==> config.mk <==
export PLATFORM = sky130hd
export DESIGN_NAME = ftu_seq_flat
export DESIGN_NICKNAME = d
export VERILOG_FILES = /design/src/hw/rtl/ftu_pkg.sv /design/src/hw/rtl/ftu_if.sv /design/src/hw/rtl/ftu_seq.sv /design/src/flat_wrapper.sv
export SDC_FILE = /design/constraint.sdc
export NUM_CORES = 1
export LEC_CHECK = 0
export ABC_AREA = 1
export BUFFER_PORTS_ARGS = -buffer_cell sky130_fd_sc_hd__buf_2
export CORE_AREA = 2 2 462 464
export DETAILED_ROUTE_END_ITERATION = 10
export DIE_AREA = 0 0 464 466
export PLACE_DENSITY = 0.34
export SETUP_SLACK_MARGIN = 0.2
export SKIP_LAST_GASP = 1
export SYNTH_ARGS = -nofsm -noshare
export SYNTH_HDL_FRONTEND = slang
export SYNTH_SLANG_ARGS = --single-unit
==> constraint.sdc <==
create_clock -name clk -period 30.6 [get_ports clk]
set_clock_uncertainty 0.2 [all_clocks]
set_input_delay 6.12 -clock clk [delete_from_list [all_inputs] [get_ports clk]]
set_output_delay 6.12 -clock clk [all_outputs]
set_load 0.005 [all_outputs]
==> src/hw/rtl/ftu_pkg.sv <==
`timescale 1ns / 1ps
// package for the flow table update unit
// holds sizes, status codes, sequencer states, beat types and the entry type; no dependencies
package ftu_pkg;
  localparam int unsigned BucketsDef = 1024;
  localparam int unsigned WaysDef    = 4;
  localparam int unsigned BktW       = 10;
  localparam int unsigned WayW       = 2;
  localparam int unsigned StatW      = 3;

  typedef enum logic [StatW-1:0] {
    ST_UPDATED      = 3'd0,
    ST_RESTARTED    = 3'd1,
    ST_INSERTED     = 3'd2,
    ST_FULL         = 3'd3,
    ST_DRAIN_ACTIVE = 3'd4,
    ST_DRAIN_IDLE   = 3'd5
  } status_t;

  typedef enum logic [2:0] {
    S_IDLE,
    S_CLEAR,
    S_READ,
    S_CMP,
    S_WRITE,
    S_OUT
  } state_t;

  typedef struct packed {
    logic [0:0]     mode;
    logic [31:0]    src_ip;
    logic [31:0]    dst_ip;
    logic [15:0]    src_port;
    logic [15:0]    dst_port;
    logic [15:0]    pkt_len;
    logic [63:0]    stamp;
    logic [BktW-1:0] drain_bucket;
    logic [WayW-1:0] drain_way;
  } in_beat_t;

  typedef struct packed {
    logic [StatW-1:0] status;
    logic [BktW-1:0]  bucket;
    logic [WayW-1:0]  way;
    logic [31:0]      flow_src_ip;
    logic [31:0]      flow_dst_ip;
    logic [15:0]      flow_src_port;
    logic [15:0]      flow_dst_port;
    logic [31:0]      packets;
    logic [63:0]      total_bytes;
    logic [63:0]      first_time;
    logic [63:0]      last_time;
  } out_beat_t;

  // one stored entry, flags kept apart
  typedef struct packed {
    logic [31:0] sip;
    logic [31:0] dip;
    logic [31:0] ports;
    logic [31:0] pk;
    logic [63:0] by;
    logic [63:0] ft;
    logic [63:0] lt;
  } entry_t;
endpackage

==> src/hw/rtl/ftu_if.sv <==
`timescale 1ns / 1ps
// valid/ready channels for input and result beats
// depends on ftu_pkg
interface ftu_in_if (input logic clk);
  logic valid;
  logic ready;
  ftu_pkg::in_beat_t data;
  modport source (output valid, output data, input ready);
  modport sink (input valid, input data, output ready);
endinterface

interface ftu_out_if (input logic clk);
  logic valid;
  logic ready;
  ftu_pkg::out_beat_t data;
  modport source (output valid, output data, input ready);
  modport sink (input valid, input data, output ready);
endinterface

==> src/hw/rtl/ftu_seq.sv <==
`timescale 1ns / 1ps
// sequencer: clears flags after reset, walks the ways of a bucket through one
// shared key compare, then writes back and forms the result; depends on ftu_pkg
module ftu_seq #(
  parameter int unsigned Buckets = ftu_pkg::BucketsDef,
  parameter int unsigned Ways    = ftu_pkg::WaysDef,
  parameter int unsigned AddrW   = 12
) (
  input  logic             clk,
  input  logic             rst_n,
  ftu_in_if.sink           in_ch,
  ftu_out_if.source        out_ch,
  output logic [AddrW-1:0] addr,
  output logic             ent_we,
  output ftu_pkg::entry_t  ent_wdata,
  output logic             flg_we,
  output logic [1:0]       flg_wdata,
  input  ftu_pkg::entry_t  ent_rdata,
  input  logic [1:0]       flg_rdata
);
  import ftu_pkg::*;
  localparam int unsigned WIdxW = (Ways > 1) ? $clog2(Ways) : 1;
  localparam int unsigned WCntW = $clog2(Ways + 1);
  localparam int unsigned BIdxW = (Buckets > 1) ? $clog2(Buckets) : 1;
  localparam int unsigned Entries = Buckets * Ways;

  state_t          state_r, state_nxt;
  in_beat_t        req_r, req_nxt;
  logic [BIdxW-1:0] bkt_r, bkt_nxt;
  logic [WIdxW-1:0] way_r, way_nxt;
  logic [WCntW-1:0] free_r, free_nxt;
  logic [AddrW-1:0] clr_r, clr_nxt;
  out_beat_t        res_r, res_nxt;
  logic             ovld_r, ovld_nxt;

  logic [31:0]      ports_w, hash_w;
  logic             bad_drain;
  logic [AddrW-1:0] base_w;
  logic             key_eq;

  assign ports_w = {req_r.dst_port, req_r.src_port};
  assign hash_w  = req_r.src_ip ^ req_r.dst_ip ^ ports_w;
  assign bad_drain = (32'(req_r.drain_bucket) >= 32'(Buckets)) ||
                     (32'(req_r.drain_way) >= 32'(Ways));
  assign base_w = AddrW'(bkt_r) * AddrW'(Ways);
  assign key_eq = flg_rdata[1] && ent_rdata.sip == req_r.src_ip &&
                  ent_rdata.dip == req_r.dst_ip && ent_rdata.ports == ports_w;

  assign in_ch.ready  = (state_r == S_IDLE) && !ovld_r;
  assign out_ch.valid = ovld_r;
  assign out_ch.data  = res_r;

  always_ff @(posedge clk) begin
    if (!rst_n) begin
      state_r <= S_CLEAR;
      clr_r   <= '0;
      ovld_r  <= 1'b0;
    end else begin
      state_r <= state_nxt;
      clr_r   <= clr_nxt;
      ovld_r  <= ovld_nxt;
    end
  end

  always_ff @(posedge clk) begin
    req_r  <= req_nxt;
    bkt_r  <= bkt_nxt;
    way_r  <= way_nxt;
    free_r <= free_nxt;
    res_r  <= res_nxt;
  end

  always_comb begin
    state_nxt = state_r;
    req_nxt   = req_r;
    bkt_nxt   = bkt_r;
    way_nxt   = way_r;
    free_nxt  = free_r;
    clr_nxt   = clr_r;
    res_nxt   = res_r;
    ovld_nxt  = ovld_r && !out_ch.ready;
    addr      = base_w + AddrW'(way_r);
    ent_we    = 1'b0;
    flg_we    = 1'b0;
    flg_wdata = 2'b11;
    ent_wdata = ent_rdata;
    unique case (state_r)
      S_CLEAR: begin
        addr      = clr_r;
        flg_we    = 1'b1;
        flg_wdata = 2'b00;
        clr_nxt   = clr_r + 1'b1;
        if (32'(clr_r) == 32'(Entries - 1)) begin
          state_nxt = S_IDLE;
        end
      end
      S_IDLE: begin
        if (in_ch.valid && in_ch.ready) begin
          req_nxt   = in_ch.data;
          state_nxt = S_READ;
        end
      end
      S_READ: begin
        // set up first address
        way_nxt  = '0;
        free_nxt = WCntW'(Ways);
        if (req_r.mode[0]) begin
          bkt_nxt = BIdxW'(req_r.drain_bucket);
          way_nxt = WIdxW'(req_r.drain_way);
          if (bad_drain) begin
            res_nxt = '0;
            res_nxt.status = ST_DRAIN_IDLE;
            res_nxt.bucket = req_r.drain_bucket;
            res_nxt.way    = req_r.drain_way;
            ovld_nxt  = 1'b1;
            state_nxt = S_OUT;
          end else begin
            state_nxt = S_CMP;
          end
        end else begin
          bkt_nxt   = BIdxW'(hash_w % Buckets);
          state_nxt = S_CMP;
        end
        addr = AddrW'(bkt_nxt) * AddrW'(Ways) + AddrW'(way_nxt);
      end
      S_CMP: begin
        // read data for way_r is valid here
        if (req_r.mode[0]) begin
          res_nxt = '0;
          res_nxt.status = ST_DRAIN_IDLE;
          res_nxt.bucket = req_r.drain_bucket;
          res_nxt.way    = req_r.drain_way;
          if (flg_rdata[1]) begin
            if (flg_rdata[0]) res_nxt.status = ST_DRAIN_ACTIVE;
            res_nxt.flow_src_ip   = ent_rdata.sip;
            res_nxt.flow_dst_ip   = ent_rdata.dip;
            res_nxt.flow_src_port = ent_rdata.ports[15:0];
            res_nxt.flow_dst_port = ent_rdata.ports[31:16];
            res_nxt.packets       = ent_rdata.pk;
            res_nxt.total_bytes   = ent_rdata.by;
            res_nxt.first_time    = ent_rdata.ft;
            res_nxt.last_time     = ent_rdata.lt;
            flg_we    = 1'b1;
            flg_wdata = 2'b10;
          end
          ovld_nxt  = 1'b1;
          state_nxt = S_OUT;
        end else if (key_eq) begin
          free_nxt  = WCntW'(way_r);
          res_nxt.status = flg_rdata[0] ? ST_UPDATED : ST_RESTARTED;
          state_nxt = S_WRITE;
        end else begin
          if (free_r == WCntW'(Ways) && !(flg_rdata[1] && flg_rdata[0])) begin
            free_nxt = WCntW'(way_r);
          end
          if (32'(way_r) == 32'(Ways - 1)) begin
            if (free_nxt == WCntW'(Ways)) begin
              res_nxt = '0;
              res_nxt.status        = ST_FULL;
              res_nxt.bucket        = BktW'(bkt_r);
              res_nxt.flow_src_ip   = req_r.src_ip;
              res_nxt.flow_dst_ip   = req_r.dst_ip;
              res_nxt.flow_src_port = req_r.src_port;
              res_nxt.flow_dst_port = req_r.dst_port;
              ovld_nxt  = 1'b1;
              state_nxt = S_OUT;
            end else begin
              res_nxt.status = ST_INSERTED;
              state_nxt = S_WRITE;
            end
          end else begin
            way_nxt = way_r + 1'b1;
            addr    = base_w + AddrW'(way_nxt);
          end
        end
      end
      S_WRITE: begin
        // way_r holds the hit way; free_r the target way
        addr = base_w + AddrW'(free_r[WIdxW-1:0]);
        ent_we = 1'b1;
        flg_we = 1'b1;
        if (res_r.status == ST_UPDATED) begin
          ent_wdata.pk = ent_rdata.pk + 32'd1;
          ent_wdata.by = ent_rdata.by + 64'(req_r.pkt_len);
          ent_wdata.lt = req_r.stamp;
        end else begin
          ent_wdata.sip   = req_r.src_ip;
          ent_wdata.dip   = req_r.dst_ip;
          ent_wdata.ports = ports_w;
          ent_wdata.pk    = 32'd1;
          ent_wdata.by    = 64'(req_r.pkt_len);
          ent_wdata.ft    = req_r.stamp;
          ent_wdata.lt    = req_r.stamp;
        end
        res_nxt.bucket        = BktW'(bkt_r);
        res_nxt.way           = WayW'(free_r);
        res_nxt.flow_src_ip   = ent_wdata.sip;
        res_nxt.flow_dst_ip   = ent_wdata.dip;
        res_nxt.flow_src_port = ent_wdata.ports[15:0];
        res_nxt.flow_dst_port = ent_wdata.ports[31:16];
        res_nxt.packets       = ent_wdata.pk;
        res_nxt.total_bytes   = ent_wdata.by;
        res_nxt.first_time    = ent_wdata.ft;
        res_nxt.last_time     = ent_wdata.lt;
        ovld_nxt  = 1'b1;
        state_nxt = S_OUT;
      end
      S_OUT: begin
        if (!ovld_nxt) state_nxt = S_IDLE;
      end
      default: state_nxt = S_IDLE;
    endcase
  end
endmodule

==> src/flat_wrapper.sv <==
// flat-port wrapper written by rule: the top's interface ports become plain ports
module ftu_seq_flat import ftu_pkg::*;
#(
  parameter int unsigned Buckets = ftu_pkg::BucketsDef,
  parameter int unsigned Ways    = ftu_pkg::WaysDef,
  parameter int unsigned AddrW   = 12
)
  (clk, rst_n, addr, ent_we, ent_wdata, flg_we, flg_wdata, ent_rdata, flg_rdata, in_ch_valid, in_ch_data, in_ch_ready, out_ch_valid, out_ch_data, out_ch_ready);
  ftu_in_if in_ch_i (.clk(clk));
  ftu_out_if out_ch_i (.clk(clk));
  input  logic clk;
  input  logic rst_n;
  output logic [AddrW-1:0] addr;
  output logic ent_we;
  output ftu_pkg::entry_t ent_wdata;
  output logic flg_we;
  output logic [1:0] flg_wdata;
  input  ftu_pkg::entry_t ent_rdata;
  input  logic [1:0] flg_rdata;
  input wire logic [$bits(in_ch_i.valid)-1:0] in_ch_valid;
  input wire logic [$bits(in_ch_i.data)-1:0] in_ch_data;
  output wire logic [$bits(in_ch_i.ready)-1:0] in_ch_ready;
  output wire logic [$bits(out_ch_i.valid)-1:0] out_ch_valid;
  output wire logic [$bits(out_ch_i.data)-1:0] out_ch_data;
  input wire logic [$bits(out_ch_i.ready)-1:0] out_ch_ready;
  assign in_ch_i.valid = in_ch_valid;
  assign in_ch_i.data = in_ch_data;
  assign in_ch_ready = in_ch_i.ready;
  assign out_ch_valid = out_ch_i.valid;
  assign out_ch_data = out_ch_i.data;
  assign out_ch_i.ready = out_ch_ready;
  ftu_seq #(.Buckets(Buckets), .Ways(Ways), .AddrW(AddrW)) u_core (.clk(clk), .rst_n(rst_n), .in_ch(in_ch_i), .out_ch(out_ch_i), .addr(addr), .ent_we(ent_we), .ent_wdata(ent_wdata), .flg_we(flg_we), .flg_wdata(flg_wdata), .ent_rdata(ent_rdata), .flg_rdata(flg_rdata));
endmodule
==> metrics, run 1 <==
status complete, no violations; Worst-path clk slew approximately 0.060 ns; Seq cells post-synth about 560; Crit Path Class input pin to output pin; Via Count 33,400; die area around 220,000 µm²; DRT antenna net count 0; min cycle time layout roughly 15 ns; Total GRT Usage roughly a fifth; Hold Buf Count CTS 0; ys flop type edfxtp_1; Synth area leaders edfxtp_1 (50%), nand2_1 (9.7%), o21ai_0 (7.5%); drt pass-1 iters 5; synthesized area roughly 32,000 µm²; cts bufs inserted 83; Avg WL per Cell between 20 and 30 µm; relative slew slack around a quarter; RSZ-0062 raised after global routing no; Post-Synthesis Cells roughly 3,700; total power between 2000 and 3000 µW; row count approximately 170; wire length of the first global-routing pass between 200,000 and 300,000 µm; yosys warns 0; post-synth top area share ~50%; worst hold path class register to register; layout cell share with drive strength beyond 1 28.9%; max incr delay on CP roughly 0.53 ns; LEAKAGE 0.0189 µW; Hold Vio Cnt, Final 0; Final Max Slew Viols 0; synth unique cells 62; setup TNS 0 ns; crit-path cells buf_2 > ha_1 > a21oi_1 > nand3_2 > a21oi_2 > o21ai_1 > nand3_1 > nand4_1 > o21ai_0 > buf_2; Req. time, crit path about 24 ns; initial drt markers 2,417; Horiz. Die Dim about 460 µm; crit path max-delay cell type a21oi_1; clock sink total 555; Post-synth top cells nand2_1 (834), edfxtp_1 (539), inv_1 (494), o21ai_0 (481), nor2_1 (223); fin nets approximately 5,400; M3 GR Usage between 6 and 7%; CTS tree done; hpwl dp 167,000 µm; max cap viols 0; H-Tree Depth 3; PortBufs 1,187; GRT overflow 0; count leader, synth nand2_1; Layout area overhead 36.8%; vertical die dimension ~470 µm; post-cts repair resize count 0; io pins 1,188; placed instance area 41,200 µm²; sequential cell area fraction in the yosys report between 50% and 60%; syn_area_per_cell between 8 and 9 µm²; Clk Latency, worst-skew pair 0.74 ns; GPL Wtd Cong 0.916; Post-synth EDFFs around 540; Design Area, Final 43,900 µm²; peak supply drop between 40 and 50 µV; synthesized netlist net count ~4,300; area leader, netlist edfxtp_1; CP Capture Type output pin; Clock Tree Root clkbuf_16; met1 GRT Util roughly a fifth; Worst EP arrival ~8.9 ns; P per Cell Area ~63 nW/µm²; DRC viols 0; antenna violations before repair between 100 and 150; clock buffer depth 3; crit path max fanout 6; # Post-CTS Setup Buffers 0; buffer and inverter count on the worst path 2; worst slew pin tran around 1.1 ns; CP Launch Type input pin; Routed WL about 210,000 µm; CP top delay family compound AO/OA/AOI/OAI gates; DR vias/cell 4.29; setup violators final 0; Critical Path Most Common Cell buf_2; initial core utilization 15.2%; largest net degree at the start of global routing approximately 140; core box area 211,000 µm²; met2 GRT Util between 30% and 40%; fin util approximately a fifth; GR peak layer met2; final worst path period share about half; number of global-route vias before repair approximately 32,000; Max Clk Rate approximately 0.066 GHz; Async SR Flop Fraction 0%
per-stage QoR:
step                      hold slack (ns)  worst slack [ns]  instances
after floorplan                     0.221              6.60       3735
after global routing                0.346             15.16       7757
after detailed placement            0.284             15.31       7588
after CTS                           0.298             15.30       7738
final                               0.298             15.40       7770
after global placement              0.282             15.33       7588
path summary, 6_finish.rpt:
check / startpoint / to / slack (ns) / cells past startpoint
setup reg to reg: u_core.state_r[0] / u_core.out_ch.data[124] / 23.53 / 10
hold / removal: u_core.clr_r[0] / u_core.clr_r[0] / 0.30 / 1
setup / recovery: ent_rdata[134] / ent_wdata[187] / 15.40 / 10
hold reg to reg: u_core.clr_r[0] / u_core.clr_r[0] / 0.30 / 1
cells by family after synthesis:
family	Yosys count	synth area share, %
AND/OR/NAND/NOR	1354	18.1
AO/OA/AOI/OAI	1038	19.5
buffers and inverters	704	8.42
flip-flops	555	51.4
XOR/XNOR	61	1.66
adder cells (fa/ha/maj)	22	0.881
multiplexers	1	0.0351
power by group:
part,internal [µW],total (µW),leakage (µW),switching (µW)
Combinational,211,733,0.0126,521
Sequential,982,1040,0.00507,55.1
Clock,558,978,0.00129,420
state kept, by name (all words and copies together), names as in the netlist:
signal and flops:
u_core.out_ch.data 335, u_core.req_r 157, u_core.ports_w 32, u_core.clr_r 12, u_core.bkt_r 10, u_core.free_r 3
u_core.state_r 3, u_core.way_r 2, u_core.out_ch.valid 1
cell usage in the layout, fill, tap and decap left out, types with 65 or more instances in the layout:
master / count
nand2_1: 832
clkbuf_16: 83
o31ai_1: 182
a32oi_1: 86
buf_2: 1187
a21oi_1: 125
nand3_1: 147
inv_1: 494
nor2_1: 223
o21ai_0: 481
edfxtp_1: 539
o21ai_1: 65
routing by layer:
metal / routed length, µm / up-vias
li1: - / 15400
met1: 81900 / 16200
met2: 104000 / 1444
met3: 17500 / 320
met4: 6650 / 76
met5: 451 / -
layout make-up:
cell class	instances	area (µm²)
Timing Repair Buffer	1223	6250
Sequential cell	555	16500
Clock inverter	45	504
Clock buffer	105	2170
Antenna cell	32	80.1
Multi-Input combinational cell	2476	13000
Tap cell	2821	3530
Fill cell	23700	167000
Inverter	513	1940
No activity file was read; power rests on OpenSTA's default activity.
==> run 2, diff against run 1 <==
--- a/config.mk
+++ b/config.mk
@@ -10,7 +10,7 @@
 export CORE_AREA = 2 2 462 464
 export DETAILED_ROUTE_END_ITERATION = 10
 export DIE_AREA = 0 0 464 466
-export PLACE_DENSITY = 0.34
+export PLACE_DENSITY = 0.35
 export SETUP_SLACK_MARGIN = 0.2
 export SKIP_LAST_GASP = 1
 export SYNTH_ARGS = -nofsm -noshare
==> constraint.sdc (replaced) <==
create_clock -name clk -period 13.2 [get_ports clk]
set_clock_uncertainty 0.2 [all_clocks]
set_input_delay 2.64 -clock clk [delete_from_list [all_inputs] [get_ports clk]]
set_output_delay 2.64 -clock clk [all_outputs]
set_load 0.005 [all_outputs]
==> metrics, run 2 (synthesized netlist as in run 1, its figures left out) <==
crit path max fanout 4; CP Launch Type input pin; min cycle time layout roughly 8.3 ns; pre-CTS setup slack 4.81 ns; vertical die dimension 466 µm; worst hold path class register to register; LEAKAGE 0.0189 µW; met3 wire len between 15,000 and 20,000 µm; CP Capture Type output pin; P per Cell Area around 150 nW/µm²; Req. time, crit path ~10 ns; Clk Latency, worst-skew pair between 0.7 and 0.8 ns; number of global-route vias before repair between 30,000 and 40,000; Hold Buf Count CTS 0; # Post-CTS Setup Buffers 0; clock buffer depth 3; hold depth 1; cts bufs inserted 83; Clock Tree Root clkbuf_16; Max Used Layer met5; drt pass-1 iters 5; fin util 20.8%; Final Max Slew Viols 0; clock sink total around 560; wire length of the first global-routing pass roughly 280,000 µm; most frequent cells in the layout buf_2 (1,187), nand2_1 (832), edfxtp_1 (539); initial drt markers about 2,700; CTS tree done; relative slew slack 1.09%; RSZ-0062 raised after global routing no; post-cts repair resize count 0; worst slew pin tran 1.48 ns; Final Worst Setup Slack 4.87 ns; crit-path cells buf_2 > ha_1 > fa_1 > nand3_1 > nand2_1 > a21boi_2 > o21bai_2 > nand3_1 > nand2_1 > o211ai_1 > nand2_1 > buf_2; Hold Vio Cnt, Final 0; worst r2r src u_core.state_r[0]; max incr delay on CP between 0.6 and 0.7 ns; peak supply drop roughly 93 µV; setup violators final 0; met2 wire length about 100,000 µm; layout cell share with drive strength beyond 1 ~29%; Crit Path Class input pin to output pin; Hold Path Sink u_core.clr_r[0]; PortBufs approximately 1,200; largest net degree at the start of global routing about 170; Layout area overhead 36.7%; GRT overflow 0; Horiz. Die Dim ~460 µm; DR vias/cell ~4.3; Worst-path clk slew around 0.05 ns; status complete, no violations; Max Clk Rate approximately 0.12 GHz; initial core utilization 15.2%; DRT antenna net count 0; hpwl dp 167,000 µm; die area between 200,000 and 250,000 µm²; GPL Wtd Cong 0.899; Largest register FFs 335; antenna violations before repair around 110; setup TNS 0 ns; io pins 1,188; CP top delay family compound AO/OA/AOI/OAI gates; Avg WL per Cell between 20 and 30 µm; Critical Path Most Common Cell nand2_1; DRT met1 WL ~83,000 µm; setup slack, reg-to-reg slightly above 8 ns; filler instances roughly 24,000; crit path max-delay cell type o211ai_1; Min-Delay Startpoint u_core.clr_r[0]; worst hold slack just under 0.3 ns; fin nets between 5,000 and 6,000; final worst path period share 63.1%; Via Count 33,400; row count around 170; Total GRT Usage between 10% and 20%; Reg2Reg Depth 8; worst r2r dst u_core.out_ch.data[227]; core box area around 210,000 µm²; H-Tree Depth 3; Routed WL about 210,000 µm; most common cell after layout, fill and taps aside buf_2; Worst EP arrival 5.49 ns; max cap viols 0; DRC viols 0; buffer and inverter count on the worst path 2
-- run 2: worst max-delay path by stage --
stage | start | endpoint | slack [ns] | cells past startpoint
finish | ent_rdata[128] | ent_wdata[154] | 4.87 | 12
floorplan | in_ch_valid | u_core.state_r[0] | 2.23 | 5
detailed placement | ent_rdata[138] | ent_wdata[173] | 4.81 | 13
CTS | ent_rdata[138] | ent_wdata[173] | 4.80 | 13
global placement | ent_rdata[130] | ent_wdata[177] | 4.75 | 14
global route | ent_rdata[130] | ent_wdata[177] | 4.71 | 14
-- run 2: cell type report --
cell class,count,area [µm²],area share (%)
inverter,513,1940,4.43
multi-input combinational,2476,13000,29.5
tap,2821,3530,8.04
antenna,28,70.1,0.160
sequential,555,16500,37.6
timing repair buffer,1219,6240,14.2
clock inverter,46,433,0.986
clock buffer,107,2230,5.07
-- run 2: power by group --
| group | switching (µW) | total (µW) | leakage [µW] | internal, µW |
|---|---|---|---|---|
| registers | 136 | 2410 | 0.00507 | 2280 |
| logic | 1210 | 1710 | 0.0125 | 491 |
| clock network | 982 | 2260 | 0.00129 | 1280 |
| total | 2330 | 6380 | 0.0189 | 4050 |
-- run 2: layer usage --
layer	GRT usage, %	up-vias
li1	-	15400
met1	21.3	16200
met2	32.7	1373
met3	6.01	369
met4	6.10	98
met5	0	-
-- run 2: stage by stage --
step | instances | power (µW) | cell area (µm²)
5_1_grt | 7750 | 6680 | 43900
3_3_place_gp | 7584 | 4190 | 41200
6_report | 7765 | 6380 | 43900
2_1_floorplan | 3735 | 3200 | 32100
4_1_cts | 7737 | 6510 | 43800
3_5_place_dp | 7584 | 4190 | 41200
==> run 3, diff against run 2 <==
--- a/config.mk
+++ b/config.mk
@@ -5,12 +5,12 @@
 export SDC_FILE = /design/constraint.sdc
 export NUM_CORES = 1
 export LEC_CHECK = 0
-export ABC_AREA = 1
+export ABC_AREA = 0
 export BUFFER_PORTS_ARGS = -buffer_cell sky130_fd_sc_hd__buf_2
-export CORE_AREA = 2 2 462 464
+export CORE_AREA = 2 2 468 470
 export DETAILED_ROUTE_END_ITERATION = 10
-export DIE_AREA = 0 0 464 466
-export PLACE_DENSITY = 0.35
+export DIE_AREA = 0 0 470 472
+export PLACE_DENSITY = 0.32
 export SETUP_SLACK_MARGIN = 0.2
 export SKIP_LAST_GASP = 1
 export SYNTH_ARGS = -nofsm -noshare
==> constraint.sdc (replaced) <==
create_clock -name clk -period 7.88 [get_ports clk]
set_clock_uncertainty 0.2 [all_clocks]
set_input_delay 1.576 -clock clk [delete_from_list [all_inputs] [get_ports clk]]
set_output_delay 1.576 -clock clk [all_outputs]
set_load 0.005 [all_outputs]
==> metrics, run 3 <==
# Post-CTS Setup Buffers 0; final worst path period share 87.1%; clock sink total around 560; Crit Path Class input pin to output pin; total power roughly 7700 µW; most common cell after layout, fill and taps aside buf_2; PortBufs roughly 1,200; min cycle time layout 6.86 ns; post-synth top area share 55.4%; Worst EP arrival around 5 ns; Synth area leaders edfxtp_1 (55%), nand2_1 (15%), a22o_1 (3.0%); wire length of the first global-routing pass approximately 260,000 µm; Final Max Slew Viols 0; syn_area_per_cell 9.61 µm²; hpwl dp roughly 160,000 µm; Clock Tree Root clkbuf_16; Largest register FFs roughly 340; largest net degree at the start of global routing 115; yosys warns 0; setup slack, reg-to-reg between 3 and 4 ns; crit path max fanout 23; post-cts repair resize count 0; CP startpoint ent_rdata[128]; CTS tree done; Layout area overhead 41.8%; GPL Wtd Cong roughly 0.9; Post-synth top cells nand2_1 (1,157), edfxtp_1 (539), o21ai_0 (173), clkbuf_1 (159), a22o_1 (100); antenna violations before repair 78; Total GRT Usage between 15 and 20%; peak supply drop 165 µV; row count ~170; CP Launch Type input pin; Hold Vio Cnt, Final 0; Avg WL per Cell ~28 µm; Routed WL approximately 200,000 µm; die area approximately 220,000 µm²; initial drt markers ~2,000; DRT antenna net count 0; setup violators final 0; Via Count roughly 29,000; layout cell share with drive strength beyond 1 roughly a third; LEAKAGE between 0.015 and 0.02 µW; setup TNS 0 ns; number of global-route vias before repair between 20,000 and 30,000; Clk Latency, worst-skew pair 0.72 ns; io pins 1,188; DRC viols 0; Max Clk Rate 0.146 GHz; CP Capture Type output pin; vertical die dimension 472 µm; Req. time, crit path between 6 and 7 ns; cts bufs inserted between 80 and 90; core box area 217,000 µm²; Reg2Reg Depth 8; Seq cells post-synth between 500 and 600; fin util 19.1%; synth unique cells 67; synthesized netlist net count between 3,000 and 4,000; RSZ-0062 raised after global routing no; Post-Synthesis Cells 3,043; GRT overflow 0; max cap viols 0; count leader, synth nand2_1; fin nets ~4,700; DR vias/cell slightly above 4; P per Cell Area approximately 190 nW/µm²; worst r2r dst u_core.out_ch.data[26]; relative slew slack about 14%; status complete, no violations; Hold Buf Count CTS 0; worst r2r src u_core.ports_w[10]; Horiz. Die Dim roughly 470 µm; synthesized area 29,200 µm²; worst hold path class register to register; drt pass-1 iters 6; ys flop type edfxtp_1; H-Tree Depth 3; Async SR Flop Fraction 0%; worst slew pin tran 1.27 ns; most frequent cells in the layout buf_2 (1,187), nand2_1 (1,152), edfxtp_1 (539); Min-Delay Startpoint u_core.clr_r[10]; Worst-path clk slew ~0.06 ns; area leader, netlist edfxtp_1; sequential cell area fraction in the yosys report 56.5%; Post-synth EDFFs ~540; initial core utilization 13.5%; clock buffer depth 3; CP Capture Point ent_wdata[168]
==> run 3: per-layer routing <==
metal  global-route usage (%)  share of wire (%)  up-vias  wire length, µm
met5                        0               0.21        -              428
met4                     5.20                3.2       72             6410
met3                     5.35                7.5      277            14800
met2                     31.3                 51     1326           102000
met1                     19.0                 38    14100            75700
li1                         -                  -    13100                -
==> run 3: cell families after synthesis <==
| family | Yosys count | share of synthesized area, % |
|---|---|---|
| adders and majority gates | 22 | 0.967 |
| xor gates and xnor gates | 122 | 3.66 |
| buffers and inverters | 205 | 2.68 |
| AOI/OAI and AO/OA | 556 | 12.6 |
| DFF | 555 | 56.5 |
| muxes | 18 | 0.676 |
| and+or+nand+nor | 1565 | 23.0 |
==> run 3: layout make-up <==
cell class,count,area (µm²)
Inverter,29,114
Timing Repair Buffer,1235,6490
Multi-Input combinational cell,2283,12000
Sequential cell,555,16500
Tap cell,2854,3570
Clock inverter,50,564
Fill cell,24400,175000
Antenna cell,20,50.0
Clock buffer,98,2130
==> run 3: worst min-delay path by stage <==
stage                                   end  cells past startpoint
floorplan           u_core.out_ch.data[334]                      0
global placement           u_core.clr_r[11]                      2
detailed placement         u_core.clr_r[10]                      2
CTS                        u_core.clr_r[11]                      2
global route               u_core.clr_r[10]                      2
finish                     u_core.clr_r[10]                      2
==> run 3: stage by stage <==
| stage | worst slack (ns) | hold slack [ns] | cells | cell area, µm² |
|---|---|---|---|---|
| 2_1_floorplan | 0.875 | 0.224 | 3043 | 29200 |
| 3_3_place_gp | 1.16 | 0.302 | 6956 | 38700 |
| 3_5_place_dp | 1.11 | 0.306 | 6956 | 38700 |
| 4_1_cts | 1.09 | 0.315 | 7104 | 41400 |
| 5_1_grt | 0.932 | 0.344 | 7118 | 41400 |
| 6_report | 1.02 | 0.308 | 7124 | 41500 |
==> run 3: power breakdown <==
part	internal [µW]	leakage [µW]	total, µW	switching [µW]
combinational	251	0.0115	657	406
sequential	3220	0.00503	3220	1.81
clock	2180	0.00131	3830	1650
total	5650	0.0178	7710	2060
==> run 3: worst max-delay path, cell delays in order <==
cell and delay (ns):
buf_2 0.13, ha_1 0.24, fa_1 0.44, a21o_1 0.23, a221oi_1 0.56, o21ai_0 0.32
a41o_1 0.35, buf_4 0.24, nand3b_1 0.28, a21oi_1 0.11, o21ai_0 0.40, buf_2 0.20
